$ cat config.mk
export PLATFORM = sky130hd
export DESIGN_NAME = monotonic_stack_popper_flat
export DESIGN_NICKNAME = d
export VERILOG_FILES = /design/src/sv/msp_pkg.sv /design/src/sv/msp_if.sv /design/src/sv/msp_ram.sv /design/src/sv/msp_ctrl.sv /design/src/sv/msp_dp.sv /design/src/sv/monotonic_stack_popper.sv /design/src/flat_wrapper.sv
export SDC_FILE = /design/constraint.sdc
export NUM_CORES = 1
export LEC_CHECK = 0
export BUFFER_PORTS_ARGS = -buffer_cell sky130_fd_sc_hd__buf_4
export CAP_MARGIN = 5
export CORE_UTILIZATION = 43
export DETAILED_ROUTE_END_ITERATION = 10
export HOLD_SLACK_MARGIN = 0.12
export SYNTH_ARGS = -nofsm -noshare
export SYNTH_HDL_FRONTEND = slang
export SYNTH_SLANG_ARGS = --single-unit
export TNS_END_PERCENT = 10
$ cat constraint.sdc
create_clock -name clk -period 4.8 [get_ports clk]
set_input_delay 0.48 -clock clk [delete_from_list [all_inputs] [get_ports clk]]
set_output_delay 0.48 -clock clk [all_outputs]
set_load 0.02 [all_outputs]
$ cat src/sv/msp_pkg.sv
`timescale 1ns / 1ps

package msp_pkg;

	localparam int DATA_W        = 32;
	localparam int KIND_W        = 2;
	localparam int DEPTH_DEFAULT = 16;

	typedef enum logic [KIND_W-1:0] {
		KIND_POP     = 2'd0,
		KIND_FLUSH   = 2'd1,
		KIND_REFUSED = 2'd2
	} kind_t;

	// controller -> datapath
	typedef struct packed {
		logic  load;      // capture input transfer
		logic  rd_next;   // read entry below top
		logic  push;      // write newcomer on top
		logic  pop;       // drop top, take read data as new top
		logic  emit;      // load output register
		logic  emit_top;  // 1: top entry, 0: newcomer
		kind_t kind;
		logic  last;
	} cmd_t;

	// datapath -> controller
	typedef struct packed {
		logic cnt_zero;
		logic cnt_one;
		logic cnt_full;
		logic top_ge_v;
		logic next_lt_v;
		logic eos;
		logic out_free;
	} status_t;

endpackage

$ cat src/sv/msp_if.sv
`timescale 1ns / 1ps

interface msp_in_if;
	logic                             valid;
	logic                             ready;
	logic signed [msp_pkg::DATA_W-1:0] value;
	logic                             end_of_sequence;

	modport source (output valid, value, end_of_sequence, input ready);
	modport sink (input valid, value, end_of_sequence, output ready);
endinterface

interface msp_out_if;
	logic                             valid;
	logic                             ready;
	logic signed [msp_pkg::DATA_W-1:0] out_value;
	logic        [msp_pkg::KIND_W-1:0] kind;
	logic                             last;

	modport source (output valid, out_value, kind, last, input ready);
	modport sink (input valid, out_value, kind, last, output ready);
endinterface

$ cat src/sv/msp_ram.sv
`timescale 1ns / 1ps

module msp_ram #(
	parameter int WIDTH = 32,
	parameter int DEPTH = 16,
	localparam int AW = (DEPTH > 1) ? $clog2(DEPTH) : 1
) (
	input  logic             clk,
	input  logic             we,
	input  logic [AW-1:0]    waddr,
	input  logic [WIDTH-1:0] wdata,
	input  logic             re,
	input  logic [AW-1:0]    raddr,
	output logic [WIDTH-1:0] rdata_q
);

	logic [WIDTH-1:0] mem [DEPTH];

	always_ff @(posedge clk) begin
		if (we) begin
			mem[waddr] <= wdata;
		end
		if (re) begin
			rdata_q <= mem[raddr];
		end
	end

endmodule

$ cat src/sv/msp_ctrl.sv
`timescale 1ns / 1ps

module msp_ctrl (
	input  logic             clk,
	input  logic             arst_n,
	input  logic             in_valid,
	output logic             in_ready,
	input  msp_pkg::status_t st,
	output msp_pkg::cmd_t    cmd
);

	import msp_pkg::*;

	typedef enum logic [2:0] {
		S_IDLE,
		S_CMP,
		S_POP,
		S_REFUSE,
		S_FLUSH_RD,
		S_FLUSH
	} state_t;

	state_t state_q;
	state_t state_d;

	always_comb begin
		cmd      = '0;
		cmd.kind = KIND_POP;
		in_ready = 1'b0;
		state_d  = state_q;
		unique case (state_q)
			S_IDLE: begin
				in_ready = 1'b1;
				if (in_valid) begin
					cmd.load = 1'b1;
					state_d  = S_CMP;
				end
			end
			S_CMP: begin
				if (!st.cnt_zero && st.top_ge_v) begin
					cmd.rd_next = !st.cnt_one;
					state_d     = S_POP;
				end else if (!st.cnt_full) begin
					cmd.push = 1'b1;
					state_d  = st.eos ? S_FLUSH_RD : S_IDLE;
				end else begin
					state_d = S_REFUSE;
				end
			end
			S_POP: begin
				if (st.out_free) begin
					cmd.emit     = 1'b1;
					cmd.emit_top = 1'b1;
					cmd.pop      = 1'b1;
					cmd.kind     = KIND_POP;
					cmd.last     = !st.eos && (st.cnt_one || st.next_lt_v);
					state_d      = S_CMP;
				end
			end
			S_REFUSE: begin
				if (st.out_free) begin
					cmd.emit = 1'b1;
					cmd.kind = KIND_REFUSED;
					cmd.last = !st.eos;
					state_d  = st.eos ? S_FLUSH_RD : S_IDLE;
				end
			end
			S_FLUSH_RD: begin
				cmd.rd_next = !st.cnt_one;
				state_d     = S_FLUSH;
			end
			S_FLUSH: begin
				if (st.out_free) begin
					cmd.emit     = 1'b1;
					cmd.emit_top = 1'b1;
					cmd.pop      = 1'b1;
					cmd.kind     = KIND_FLUSH;
					cmd.last     = st.cnt_one;
					state_d      = st.cnt_one ? S_IDLE : S_FLUSH_RD;
				end
			end
			default: begin
				state_d = S_IDLE;
			end
		endcase
	end

	always_ff @(posedge clk or negedge arst_n) begin
		if (!arst_n) begin
			state_q <= S_IDLE;
		end else begin
			state_q <= state_d;
		end
	end

	// a flush is only entered with something on the stack
	a_flush_nonempty: assert property (@(posedge clk) disable iff (!arst_n)
		(state_q == S_FLUSH_RD) |-> !st.cnt_zero)
		else $error("flush entered on empty stack");

	// a last result returns to idle, or to the compare that pushes the newcomer
	a_last_to_idle: assert property (@(posedge clk) disable iff (!arst_n)
		(cmd.emit && cmd.last) |=> (state_q == S_IDLE || state_q == S_CMP))
		else $error("last result without return to idle");

	a_pop_read: assert property (@(posedge clk) disable iff (!arst_n)
		(state_q == S_POP) |-> $past(state_q == S_CMP) || $past(state_q == S_POP))
		else $error("pop without compare");

endmodule

$ cat src/sv/msp_dp.sv
`timescale 1ns / 1ps

module msp_dp #(
	parameter int DEPTH = msp_pkg::DEPTH_DEFAULT
) (
	input  logic                              clk,
	input  logic                              arst_n,
	input  logic signed [msp_pkg::DATA_W-1:0] in_value,
	input  logic                              in_eos,
	input  msp_pkg::cmd_t                     cmd,
	output msp_pkg::status_t                  st,
	output logic                              out_valid,
	input  logic                              out_ready,
	output logic signed [msp_pkg::DATA_W-1:0] out_value,
	output logic        [msp_pkg::KIND_W-1:0] out_kind,
	output logic                              out_last
);

	import msp_pkg::*;

	localparam int CW = $clog2(DEPTH + 1);
	localparam int AW = (DEPTH > 1) ? $clog2(DEPTH) : 1;

	logic signed [DATA_W-1:0] value_q;
	logic                     eos_q;
	logic signed [DATA_W-1:0] top_q;
	logic        [CW-1:0]     count_q;
	logic        [CW-1:0]     below;
	logic        [DATA_W-1:0] rdata;

	logic                     out_valid_q;
	logic signed [DATA_W-1:0] out_value_q;
	logic        [KIND_W-1:0] out_kind_q;
	logic                     out_last_q;

	assign below = count_q - CW'(2);

	msp_ram #(
		.WIDTH(DATA_W),
		.DEPTH(DEPTH)
	) u_ram (
		.clk    (clk),
		.we     (cmd.push),
		.waddr  (count_q[AW-1:0]),
		.wdata  (value_q),
		.re     (cmd.rd_next),
		.raddr  (below[AW-1:0]),
		.rdata_q(rdata)
	);

	always_comb begin
		st.cnt_zero  = (count_q == '0);
		st.cnt_one   = (count_q == CW'(1));
		st.cnt_full  = (count_q == CW'(DEPTH));
		st.top_ge_v  = (top_q >= value_q);
		st.next_lt_v = ($signed(rdata) < value_q);
		st.eos       = eos_q;
		st.out_free  = !out_valid_q || out_ready;
	end

	always_ff @(posedge clk) begin
		if (cmd.load) begin
			value_q <= in_value;
			eos_q   <= in_eos;
		end
		if (cmd.push) begin
			top_q <= value_q;
		end else if (cmd.pop) begin
			top_q <= $signed(rdata);
		end
		if (cmd.emit) begin
			out_value_q <= cmd.emit_top ? top_q : value_q;
			out_kind_q  <= cmd.kind;
			out_last_q  <= cmd.last;
		end
	end

	always_ff @(posedge clk or negedge arst_n) begin
		if (!arst_n) begin
			count_q     <= '0;
			out_valid_q <= 1'b0;
		end else begin
			if (cmd.push) begin
				count_q <= count_q + CW'(1);
			end else if (cmd.pop) begin
				count_q <= count_q - CW'(1);
			end
			if (cmd.emit) begin
				out_valid_q <= 1'b1;
			end else if (out_ready) begin
				out_valid_q <= 1'b0;
			end
		end
	end

	assign out_valid = out_valid_q;
	assign out_value = out_value_q;
	assign out_kind  = out_kind_q;
	assign out_last  = out_last_q;

	a_count_range: assert property (@(posedge clk) disable iff (!arst_n)
		count_q <= CW'(DEPTH))
		else $error("stack count out of range");

	a_no_overwrite: assert property (@(posedge clk) disable iff (!arst_n)
		cmd.emit |-> (!out_valid_q || out_ready))
		else $error("result overwritten before transfer");

	a_push_room: assert property (@(posedge clk) disable iff (!arst_n)
		cmd.push |-> (count_q != CW'(DEPTH)))
		else $error("push on full stack");

	a_pop_nonempty: assert property (@(posedge clk) disable iff (!arst_n)
		cmd.pop |-> (count_q != '0))
		else $error("pop on empty stack");

endmodule

$ cat src/sv/monotonic_stack_popper.sv
`timescale 1ns / 1ps

// Monotonic increasing stack popper.
// in_ch (sink): one transfer carries value and end_of_sequence. Each newcomer
//   pops and reports, top first, every stored value >= it (kind 0), is then
//   pushed, or reported with kind 2 if the stack is still full. With
//   end_of_sequence set the whole stack is flushed top first (kind 1).
// out_ch (source): one transfer per result; last marks the final result
//   caused by an input item. Items that cause no result give no transfer.
// Steps: the input transfer in the idle state, a compare state, then per popped
//   or flushed entry a stack RAM read, then an output load, and an output load
//   for a refusal. An item that is only pushed returns to idle after the
//   compare; no new input is taken before the controller is done with the last
//   item. Entry pops are bound by the single read port of the stack RAM and the
//   registered read.
// Stall: results sit in one output register; while out_ch.ready is low the
//   controller holds before its next result and accepts further input
//   transfers only until one of them causes a result, nothing is lost.
// Reset (arst_n low): stack empty, output register empty, controller idle.
module monotonic_stack_popper #(
	parameter int DEPTH = msp_pkg::DEPTH_DEFAULT
) (
	input  logic         clk,
	input  logic         arst_n,
	msp_in_if.sink       in_ch,
	msp_out_if.source    out_ch
);

	import msp_pkg::*;

	cmd_t    cmd;
	status_t st;

	msp_ctrl u_ctrl (
		.clk     (clk),
		.arst_n  (arst_n),
		.in_valid(in_ch.valid),
		.in_ready(in_ch.ready),
		.st      (st),
		.cmd     (cmd)
	);

	msp_dp #(
		.DEPTH(DEPTH)
	) u_dp (
		.clk      (clk),
		.arst_n   (arst_n),
		.in_value (in_ch.value),
		.in_eos   (in_ch.end_of_sequence),
		.cmd      (cmd),
		.st       (st),
		.out_valid(out_ch.valid),
		.out_ready(out_ch.ready),
		.out_value(out_ch.out_value),
		.out_kind (out_ch.kind),
		.out_last (out_ch.last)
	);

endmodule

$ cat src/flat_wrapper.sv
// flat-port wrapper written by rule: the top's interface ports become plain ports
module monotonic_stack_popper_flat import msp_pkg::*;
#(
	parameter int DEPTH = msp_pkg::DEPTH_DEFAULT
)
  (clk, arst_n, in_ch_valid, in_ch_value, in_ch_end_of_sequence, in_ch_ready, out_ch_valid, out_ch_out_value, out_ch_kind, out_ch_last, out_ch_ready);
  msp_in_if in_ch_i ();
  msp_out_if out_ch_i ();
  input  logic clk;
  input  logic arst_n;
  input wire logic [$bits(in_ch_i.valid)-1:0] in_ch_valid;
  input wire logic [$bits(in_ch_i.value)-1:0] in_ch_value;
  input wire logic [$bits(in_ch_i.end_of_sequence)-1:0] in_ch_end_of_sequence;
  output wire logic [$bits(in_ch_i.ready)-1:0] in_ch_ready;
  output wire logic [$bits(out_ch_i.valid)-1:0] out_ch_valid;
  output wire logic [$bits(out_ch_i.out_value)-1:0] out_ch_out_value;
  output wire logic [$bits(out_ch_i.kind)-1:0] out_ch_kind;
  output wire logic [$bits(out_ch_i.last)-1:0] out_ch_last;
  input wire logic [$bits(out_ch_i.ready)-1:0] out_ch_ready;
  assign in_ch_i.valid = in_ch_valid;
  assign in_ch_i.value = in_ch_value;
  assign in_ch_i.end_of_sequence = in_ch_end_of_sequence;
  assign in_ch_ready = in_ch_i.ready;
  assign out_ch_valid = out_ch_i.valid;
  assign out_ch_out_value = out_ch_i.out_value;
  assign out_ch_kind = out_ch_i.kind;
  assign out_ch_last = out_ch_i.last;
  assign out_ch_i.ready = out_ch_ready;
  monotonic_stack_popper #(.DEPTH(DEPTH)) u_core (.clk(clk), .arst_n(arst_n), .in_ch(in_ch_i), .out_ch(out_ch_i));
endmodule
After elaboration in Yosys (flattened, before gate mapping)
Memories as Yosys holds them, arrays and structs flattened. A register that Yosys moved wholly into a read port is not among the register bits.
Cells that the tools add are included.
W data, S select, Z words.

storage, ports and cells
  bits in registers = 109
  RAM bits = 512
  input bits = 37
  logic and storage cells = 73
  memories kept = 1

operators by class
  add/sub/neg operators = 3
  $lt $le $gt $ge = 2
  equality and inequality tests = 11
  mux-type cells = 34
  reduce and logical (&&, ||, !) cells = 13

memories
  memory                 words  width  rd ports  clocked after Yosys merged registers in  write ports  RTL line       RTL
  u_core.u_dp.u_ram.mem  16     32     1         1                                        1            msp_ram.sv:17  logic [WIDTH-1:0] mem [DEPTH];

operators by type and width
  kind                   count
  $mux W32               3
  $ge A32 B32 Y1         1
  $lt A32 B32 Y1         1
  $mux W3                9
  $pmux W3 S6            1
  $mux W1                12
  $mux W6                2
  $mux W5                2
  $pmux W3 S3            1
  $eq A3 B2 Y1 const B   2
  $eq A3 B3 Y1 const B   2
  $ne A2 B1 Y1 const B   3
  $pmux W1 S2            3
  $add A5 B1 Y5 const B  1
  $eq A5 B1 Y1 const B   1
  $eq A5 B5 Y1 const B   1
  $logic_not A5 Y1       1
  $sub A5 B1 Y5 const B  1
  $logic_not A1 Y1       4
  $reduce_and A4 Y1      1
  $reduce_bool A2 Y1     2
  $sub A4 B2 Y4 const B  1
  $eq A3 B1 Y1 const B   1
  $logic_not A3 Y1       1
  other kinds (4)        6

Longest topological paths before layout
Gate-level depths: netlist (run 1).

  word-level depth = 7
  gate-level depth with buffers = 12
  depth with buffers taken out = 11

Hierarchy
Synthesis (run 1) repeated with hierarchy kept, for this count alone.

second synthesis, totals
  cells, all modules = 1325
  area, all modules = 26133.8 um^2

by module, submodules not included
  module    instances  cells an instance  area each (um^2)  sequential area each (um^2)
  msp_ram   1          838                20156.8           16335.7
  msp_dp    1          441                5610.4            3153.0
  msp_ctrl  1          46                 366.6             75.1

Worst setup path before layout (run 1)
Ideal clock, no wire load.

  path type = flip-flop to flip-flop
  from = reg u_core.u_dp.count_q[0]
  to = reg u_core.u_dp.u_ram.rdata_q[0] (read register of u_core.u_dp.u_ram.mem) (enable)
  library setup time = 0.461 ns
  arrival time = 4.752 ns
  required time = 4.339 ns
  slack = -0.413 ns
  stages on the path, launching flop included = 12
  cells stage by stage = dfrtp_1 > clkbuf_1 > clkbuf_1 > buf_1 > inv_1 > ha_1 > nand2_1 > or2_2 > clkbuf_1 > nand3_1 > mux2_2 > nor3_1

RTL lines
  what                      RTL line       RTL
  start: declaration        msp_dp.sv:27   logic [CW-1:0] count_q;
  start signal: assignment  msp_dp.sv:84   count_q <= count_q + CW'(1);
  start signal: assignment  msp_dp.sv:86   count_q <= count_q - CW'(1);
  end: declaration          msp_ram.sv:14  output logic [WIDTH-1:0] rdata_q

Final worst setup path (run 1)
  from = reg u_core.u_dp.value_q[9]
  to = mem u_core.u_dp.u_ram.mem[3][13] (enable)

on the way
  longest elaborated chain between the ends = 6

ends and longest elaborated chain
  what                           RTL line        RTL
  start: declaration             msp_dp.sv:24    logic signed [DATA_W-1:0] value_q;
  start signal: assignment       msp_dp.sv:63    value_q <= in_value;
  $ge A32 B32 Y1                 msp_dp.sv:55    st.top_ge_v = (top_q >= value_q);
  $logic_and A1 B1 Y1            msp_ctrl.sv:40  if (!st.cnt_zero && st.top_ge_v) begin
  $mux W1                        msp_ctrl.sv:40
  $mux W1                        msp_ctrl.sv:31  unique case (state_q)
  $mux W1                        msp_ram.sv:20   if (we) begin
  $mux W1 (not written as such)  msp_ram.sv:21   mem[waddr] <= wdata;
  end: declaration               msp_ram.sv:17

No other way between the ends.

==> results of run 1 <==
per-layer routing:
metal  vias up  part of all wire, %
met5         -                0.013
li1       5587                    -
met3        96                  5.4
met2       412                   50
met4         2                  2.7
met1      6876                   42
sequential cells by signal, summed over array words and instances (netlist names):
register                   cells
u_core.u_dp.top_q             32
u_core.u_dp.count_q            5
u_core.u_dp.out_valid          1
u_core.u_dp.out_last           1
u_core.u_dp.out_kind           2
u_core.u_dp.u_ram.rdata_q     32
u_core.u_dp.value_q           32
u_core.u_ctrl.state_q          3
u_core.u_dp.u_ram.mem        512
u_core.u_dp.eos_q              1
u_core.u_dp.out_value         32
worst paths after layout:
| check | start | to | slack, ns | cells after the start |
|---|---|---|---|---|
| setup / recovery | u_core.u_dp.value_q[9] | u_core.u_dp.u_ram.mem[3][13] | 0.78 | 12 |
| hold / removal | arst_n | u_core.u_dp.count_q[1] | 0.24 | 2 |
| setup reg to reg | u_core.u_dp.value_q[9] | u_core.u_dp.u_ram.mem[3][13] | 0.78 | 12 |
| hold reg to reg | u_core.u_dp.count_q[4] | u_core.u_dp.count_q[4] | 0.54 | 1 |
| max in group asynchronous | arst_n | u_core.u_dp.count_q[0] | 4.40 | 2 |
| min in group clk | out_ch_ready | u_core.u_dp.out_valid | 0.30 | 3 |
logic make-up after synthesis:
group,Yosys count,share of synthesized area [%]
mux,194,15.5
simple gates,135,2.47
xor+xnor,5,0.166
buf+inv,90,1.47
fa+ha+maj,71,3.37
flops,653,74.3
compound gates,112,2.68
stage by stage:
step                      cell area (um^2)  setup WS (ns)  std cells
after floorplan                      26300         -0.372       1260
after global placement               28400          0.884       2123
after detailed placement             28400          0.798       2123
after CTS                            30900          0.792       2282
after global routing                 30900          0.540       2282
final                                30900          0.782       2283
power by group:
part	internal [mW]	switching, mW	leakage, nW
logic	2.88	3.45	3.40
clock network	3.04	2.18	1.08
registers	7.59	0.558	5.94
placed cells by master (no fill, tap or decap), drive strengths merged, types with 8 or more instances in the layout:
| cell | netlist | final |
|---|---|---|
| nand2 | 54 | 54 |
| nor2 | 27 | 27 |
| a21oi | 27 | 27 |
| nor3 | 10 | 10 |
| nand3 | 8 | 8 |
| dlygate4sd3 | 0 | 34 |
| a21o | 17 | 17 |
| nand4 | 13 | 13 |
| edfxtp | 644 | 644 |
| o21ai | 47 | 47 |
| dfrtp | 9 | 9 |
| clkbuf | 34 | 92 |
| inv | 39 | 41 |
| clkinv | 0 | 26 |
| ha | 71 | 71 |
| mux2 | 33 | 33 |
| mux4 | 160 | 160 |
| buf | 17 | 132 |
what timing repair did:
action | in CTS | in global routing
hold buffers | 34 | 0
endpoints found under the setup margin | 0 | 0
resized for setup | 0 | 0
setup buffers | 0 | 0
hold endpoints to repair | 42 | 0
area by class of cell:
type                    count  area [um^2]  area share, %
clock inverters            33          245          0.793
flip-flops and latches    653        19600           63.3
diodes                      1         2.50        0.00809
well taps                 782          978           3.16
multi-input cells         517         6560           21.2
repair buffers            166         1470           4.75
clock buffers              92         1960           6.34
inverters                  39          146          0.473
critical path, delay by kind of cell, from the launching register on:
family	cells	cell delay, ns
simple gates	5	1.27
flops	1	0.78
compound gates	4	0.65
buf+inv	2	0.58
fa+ha+maj	1	0.34
==> summary.md, run 1 <==
| Metric | Value |
|---|---|
| Worst-Margin Slew | `around 1.2 ns` |
| Final Hold Vio Count | `0` |
| Share of the synthesized area in the top cell type | `73.4%` |
| Final net count | `around 1,600` |
| Core Util, Final | `51.2%` |
| Clock Skews | `0.0222 ns` |
| CP max FO | `18` |
| First-pass GRT wire length | `roughly 90 mm` |
| Core area | `60,500 um^2` |
| Final Slew Violations | `0` |
| Critical path required time | `5.06 ns` |
| Fmax achieved | `0.249 GHz` |
| Fin crit share | `a little over four fifths` |
| Max Cap Viol | `0` |
| DRC viols | `0` |
| Crit path largest cell delay | `0.78 ns` |
| Outcome | `finished clean` |
| Period minus WS final | `4.02 ns` |
| Starting Density | `43.5%` |
| Fillers | `approximately 4,800` |
| Met2 usage | `33.2%` |
| Vias per cell | `5.68` |
| Total die area | `between 60,000 and 70,000 um^2` |
| Vias after detailed routing | `13,000` |
| Largest net degree at the start of global routing | `100` |
| Die W | `249 um` |
| CTS Root Cell | `clkbuf_16` |
| Grt total ovfl | `0` |
| TritonCTS buffer count | `71` |
| Post-Route Setup TNS | `0 ns` |
| Clk sinks | `653` |
| Ys async rst share | `between 1 and 1.5%` |
| GPL Wtd Cong | `0.808` |
| Critical Path End Type | `flop` |
| CP Class | `reg -> reg` |
| Area leader, netlist | `edfxtp_1` |
| Critical Path AT | `approximately 4.3 ns` |
| Setup violators final | `0` |
| CP Cell Sequence | `inv_1 > ha_1 > nand4_1 > or4_4 > a21oi_2 > o311a_2 > a31o_4 > nand3_4 > a21oi_4 > nand2_1 > nor3_2 > buf_4` |
| Ys flop type | `edfxtp_1` |
| Synth Register Bits | `653` |
| Total Power | `19.7 mW` |
| Pwr/cell area | `637 nW/um^2` |
| Met3 Use GR | `under 10%` |
| GRT Total Usage | `20.0%` |
| Critical Path Source Type | `flop` |
| Yosys cell types | `54` |
| Post-DP HPWL | `roughly 38 mm` |
| Clock Path Buffers | `3` |
| Ports | `74` |
| Max H-tree Level | `3` |
| EDFF count, synth | `644` |
| Fin Hold WS | `0.241 ns` |
| Most common cell in the synthesized netlist | `edfxtp_1` |
| Mapped Area | `between 20,000 and 30,000 um^2` |
| WL final | `a little over 60 mm` |
| Port bufs | `73` |
| Initial antenna violation count | `3` |
| DR pass1 iterations | `5` |
| Vias in the first global route | `around 13,000` |
| Met1 Resource Use GR | `26.4%` |
| Sequential area share after synthesis | `74.3%` |
| RSZ-0062 raised after global routing | `no` |
| Iteration-0 DRC Markers | `1,019` |
| GR peak layer | `met2` |
| Syn Nets | `approximately 1,400` |
| Syn Area/Cell | `20.9 um^2` |
| Most frequent cells after synthesis | `edfxtp_1 (644), mux4_2 (160), ha_1 (71)` |
| Worst Hold Class | `in -> async` |
| Slowest cell on crit path | `edfxtp_1` |
| Layout cell share with drive strength beyond 1 | `30.5%` |
| Synth top area cells | `edfxtp_1 (73%), mux4_2 (14%), ha_1 (3.4%)` |
| Avg WL per Cell | `around 27 um` |
| Die H | `roughly 250 um` |
| Clock transition at the registers of the reported paths | `0.06 ns` |
| Area Overhead vs Synth | `17.5%` |
| TritonCTS clock tree | `yes` |
| Syn Inst Count | `1,260` |
| Slew HR | `18.6%` |
| ANT nets after route | `0` |
| YS warnings | `0` |
| Worst VDD drop | `~0.00042 V` |
| Lkg Pwr | `roughly 10 nW` |
| # rows | `90` |
| Worst-Skew Late Latency | `0.61 ns` |
Note: power is estimated with default switching activity, not from simulation.
==> run 2, diff against run 1 <==
- clock period: 4.8 -> 4.11 ns (I/O delays scaled with it)
==> summary.md, run 2 (synthesized netlist as in run 1, its figures left out) <==
| Metric | Value |
|---|---|
| Worst R2R Start | `u_core.u_dp.value_q[30]` |
| Fillers | `between 4,000 and 5,000` |
| Most frequent cells in the layout | `edfxtp_1 (644), mux4_2 (160), buf_4 (142), clkbuf_16 (74), ha_1 (70)` |
| Initial antenna violation count | `1` |
| Fin crit share | `88.0%` |
| Layout cell share with drive strength beyond 1 | `around a third` |
| # rows | `90` |
| Post-route cell area | `31,400 um^2` |
| Setup violators final | `0` |
| RSZ-0062 raised after global routing | `no` |
| Slew HR | `between 30% and 40%` |
| ANT nets after route | `0` |
| Placed insts | `2,150` |
| Pwr/cell area | `749 nW/um^2` |
| Worst-Margin Slew | `0.999 ns` |
| Clock transition at the registers of the reported paths | `roughly 0.06 ns` |
| Period minus WS final | `3.62 ns` |
| Max reg flops | `approximately 510` |
| Port bufs | `73` |
| GPL Wtd Cong | `0.806` |
| Area of the multi-input gates | `6580 um^2` |
| Total Power | `23.5 mW` |
| Area Overhead vs Synth | `19.3%` |
| Clock Path Buffers | `3` |
| DRC viols | `0` |
| Avg WL per Cell | `26.9 um` |
| WL final | `62.2 mm` |
| Worst VDD drop | `between 0.0007 and 0.0008 V` |
| Vias after detailed routing | `~13,000` |
| Die W | `249 um` |
| Total die area | `62,200 um^2` |
| Post-DP HPWL | `38.5 mm` |
| Final Hold Vio Count | `0` |
| Critical Path AT | `3.89 ns` |
| Largest net degree at the start of global routing | `132` |
| Worst R2R Setup Slack | `just under 0.5 ns` |
| TritonCTS buffer count | `72` |
| CP max FO | `19` |
| Ports | `74` |
| Worst-Skew Late Latency | `0.62 ns` |
| Crit Reg-Reg Endpoint | `u_core.u_dp.u_ram.rdata_q[15]` |
| Critical path required time | `4.39 ns` |
| Grt total ovfl | `0` |
| First-pass GRT wire length | `90.8 mm` |
| Final Slew Violations | `0` |
| Antenna Cells | `0` |
| Core area | `60,500 um^2` |
| Worst Hold Class | `in -> async` |
| Clock Skews | `between 0.02 and 0.03 ns` |
| Cells on worst reg2reg path | `12` |
| DP Area | `28,700 um^2` |
| Lkg Pwr | `between 10 and 15 nW` |
| Final net count | `1,584` |
| Cts repair resizes | `0` |
| Post-Route Setup TNS | `0 ns` |
| Non-Filler Instances | `2,314` |
| Outcome | `finished clean` |
| Register area | `19,600 um^2` |
| Vias in the first global route | `about 13,000` |
| TritonCTS clock tree | `yes` |
| Max Cap Viol | `0` |
| DR pass1 iterations | `9` |
| CTS Root Cell | `clkbuf_16` |
| GRT Total Usage | `between 20% and 30%` |
| Critical Path End Type | `flop` |
| Critical Path Source Type | `flop` |
| Iteration-0 DRC Markers | `1,030` |
| Fmax achieved | `roughly 0.28 GHz` |
| Largest register by flop count | `u_core.u_dp.u_ram.mem` |
| Commonest non-fill, non-tap cell in the layout | `edfxtp_1` |
| Starting Density | `43.5%` |
| CP Class | `reg -> reg` |
| Clk sinks | `653` |
| Vias per cell | `about 5.6` |
| Core Util, Final | `51.9%` |
| Die H | `between 200 and 250 um` |
| Max H-tree Level | `3` |
==> run 2: changes by cell type in the layout (fill, tap and decap cells not counted), sizes merged <==
| cell | before | now |
|---|---|---|
| buf | 132 | 159 |
| bufinv | 3 | 9 |
| clkbuf | 92 | 91 |
| clkinv | 26 | 21 |
| clkinvlp | 2 | 5 |
| diode | 1 | 0 |
| inv | 41 | 43 |
==> run 2: area by class of cell <==
cell class	instances	area share, %
Clock inverter	39	1.49
Tap cell	782	3.12
Multi-Input combinational cell	517	20.9
Timing Repair Buffer	193	5.56
Inverter	39	0.466
Sequential cell	653	62.3
Clock buffer	91	6.13
==> run 2: repair_timing <==
action,CTS,global route
buffers inserted,0,0
hold buffers,34,0
hold endpoints to repair,42,0
setup endpoints to repair,0,0
==> run 2: layer usage <==
layer	wire (um)	track usage [%]
met4	1680	6.33
met2	30200	32.9
met3	3410	3.62
met5	13	0
met1	26900	28.3
==> run 2: where the power goes <==
| group | internal (mW) | total (mW) | leakage, nW | switching [mW] |
|---|---|---|---|---|
| Combinational | 3.47 | 7.69 | 3.56 | 4.22 |
| Clock | 3.91 | 6.51 | 1.15 | 2.60 |
| Sequential | 8.86 | 9.34 | 5.94 | 0.487 |
==> run 2: worst max path at each step <==
stage                     slack, ns               startpoint  cells past startpoint                            end
after detailed placement       0.48  u_core.u_dp.value_q[30]                     12  u_core.u_dp.u_ram.rdata_q[23]
final                          0.49  u_core.u_dp.value_q[30]                     12  u_core.u_dp.u_ram.rdata_q[15]
after floorplan               -0.21  u_core.u_dp.value_q[13]                     11    u_core.u_dp.u_ram.mem[7][0]
after global routing           0.22  u_core.u_dp.value_q[30]                     12  u_core.u_dp.u_ram.rdata_q[15]
after global placement         0.57  u_core.u_dp.value_q[30]                     12  u_core.u_dp.u_ram.rdata_q[12]
after CTS                      0.48  u_core.u_dp.value_q[30]                     12  u_core.u_dp.u_ram.rdata_q[29]
==> run 2: stage by stage <==
| step | hold WS (ns) | setup WS, ns |
|---|---|---|
| after floorplan | 0.115 | -0.206 |
| after global placement | 0.261 | 0.569 |
| after detailed placement | 0.261 | 0.481 |
| after CTS | 0.143 | 0.478 |
| after global routing | 0.167 | 0.221 |
| final | 0.173 | 0.493 |
==> run 2: critical path: stages (launching register included) <==
cell,delay (ns)
edfxtp_1,0.65
inv_1,0.16
ha_1,0.34
a21oi_1,0.14
o21ai_0,0.12
or2_2,0.29
o311a_2,0.34
a31o_4,0.23
nand2_1,0.14
nand3_1,0.09
mux2_2,0.30
nor3_4,0.12
buf_4,0.34
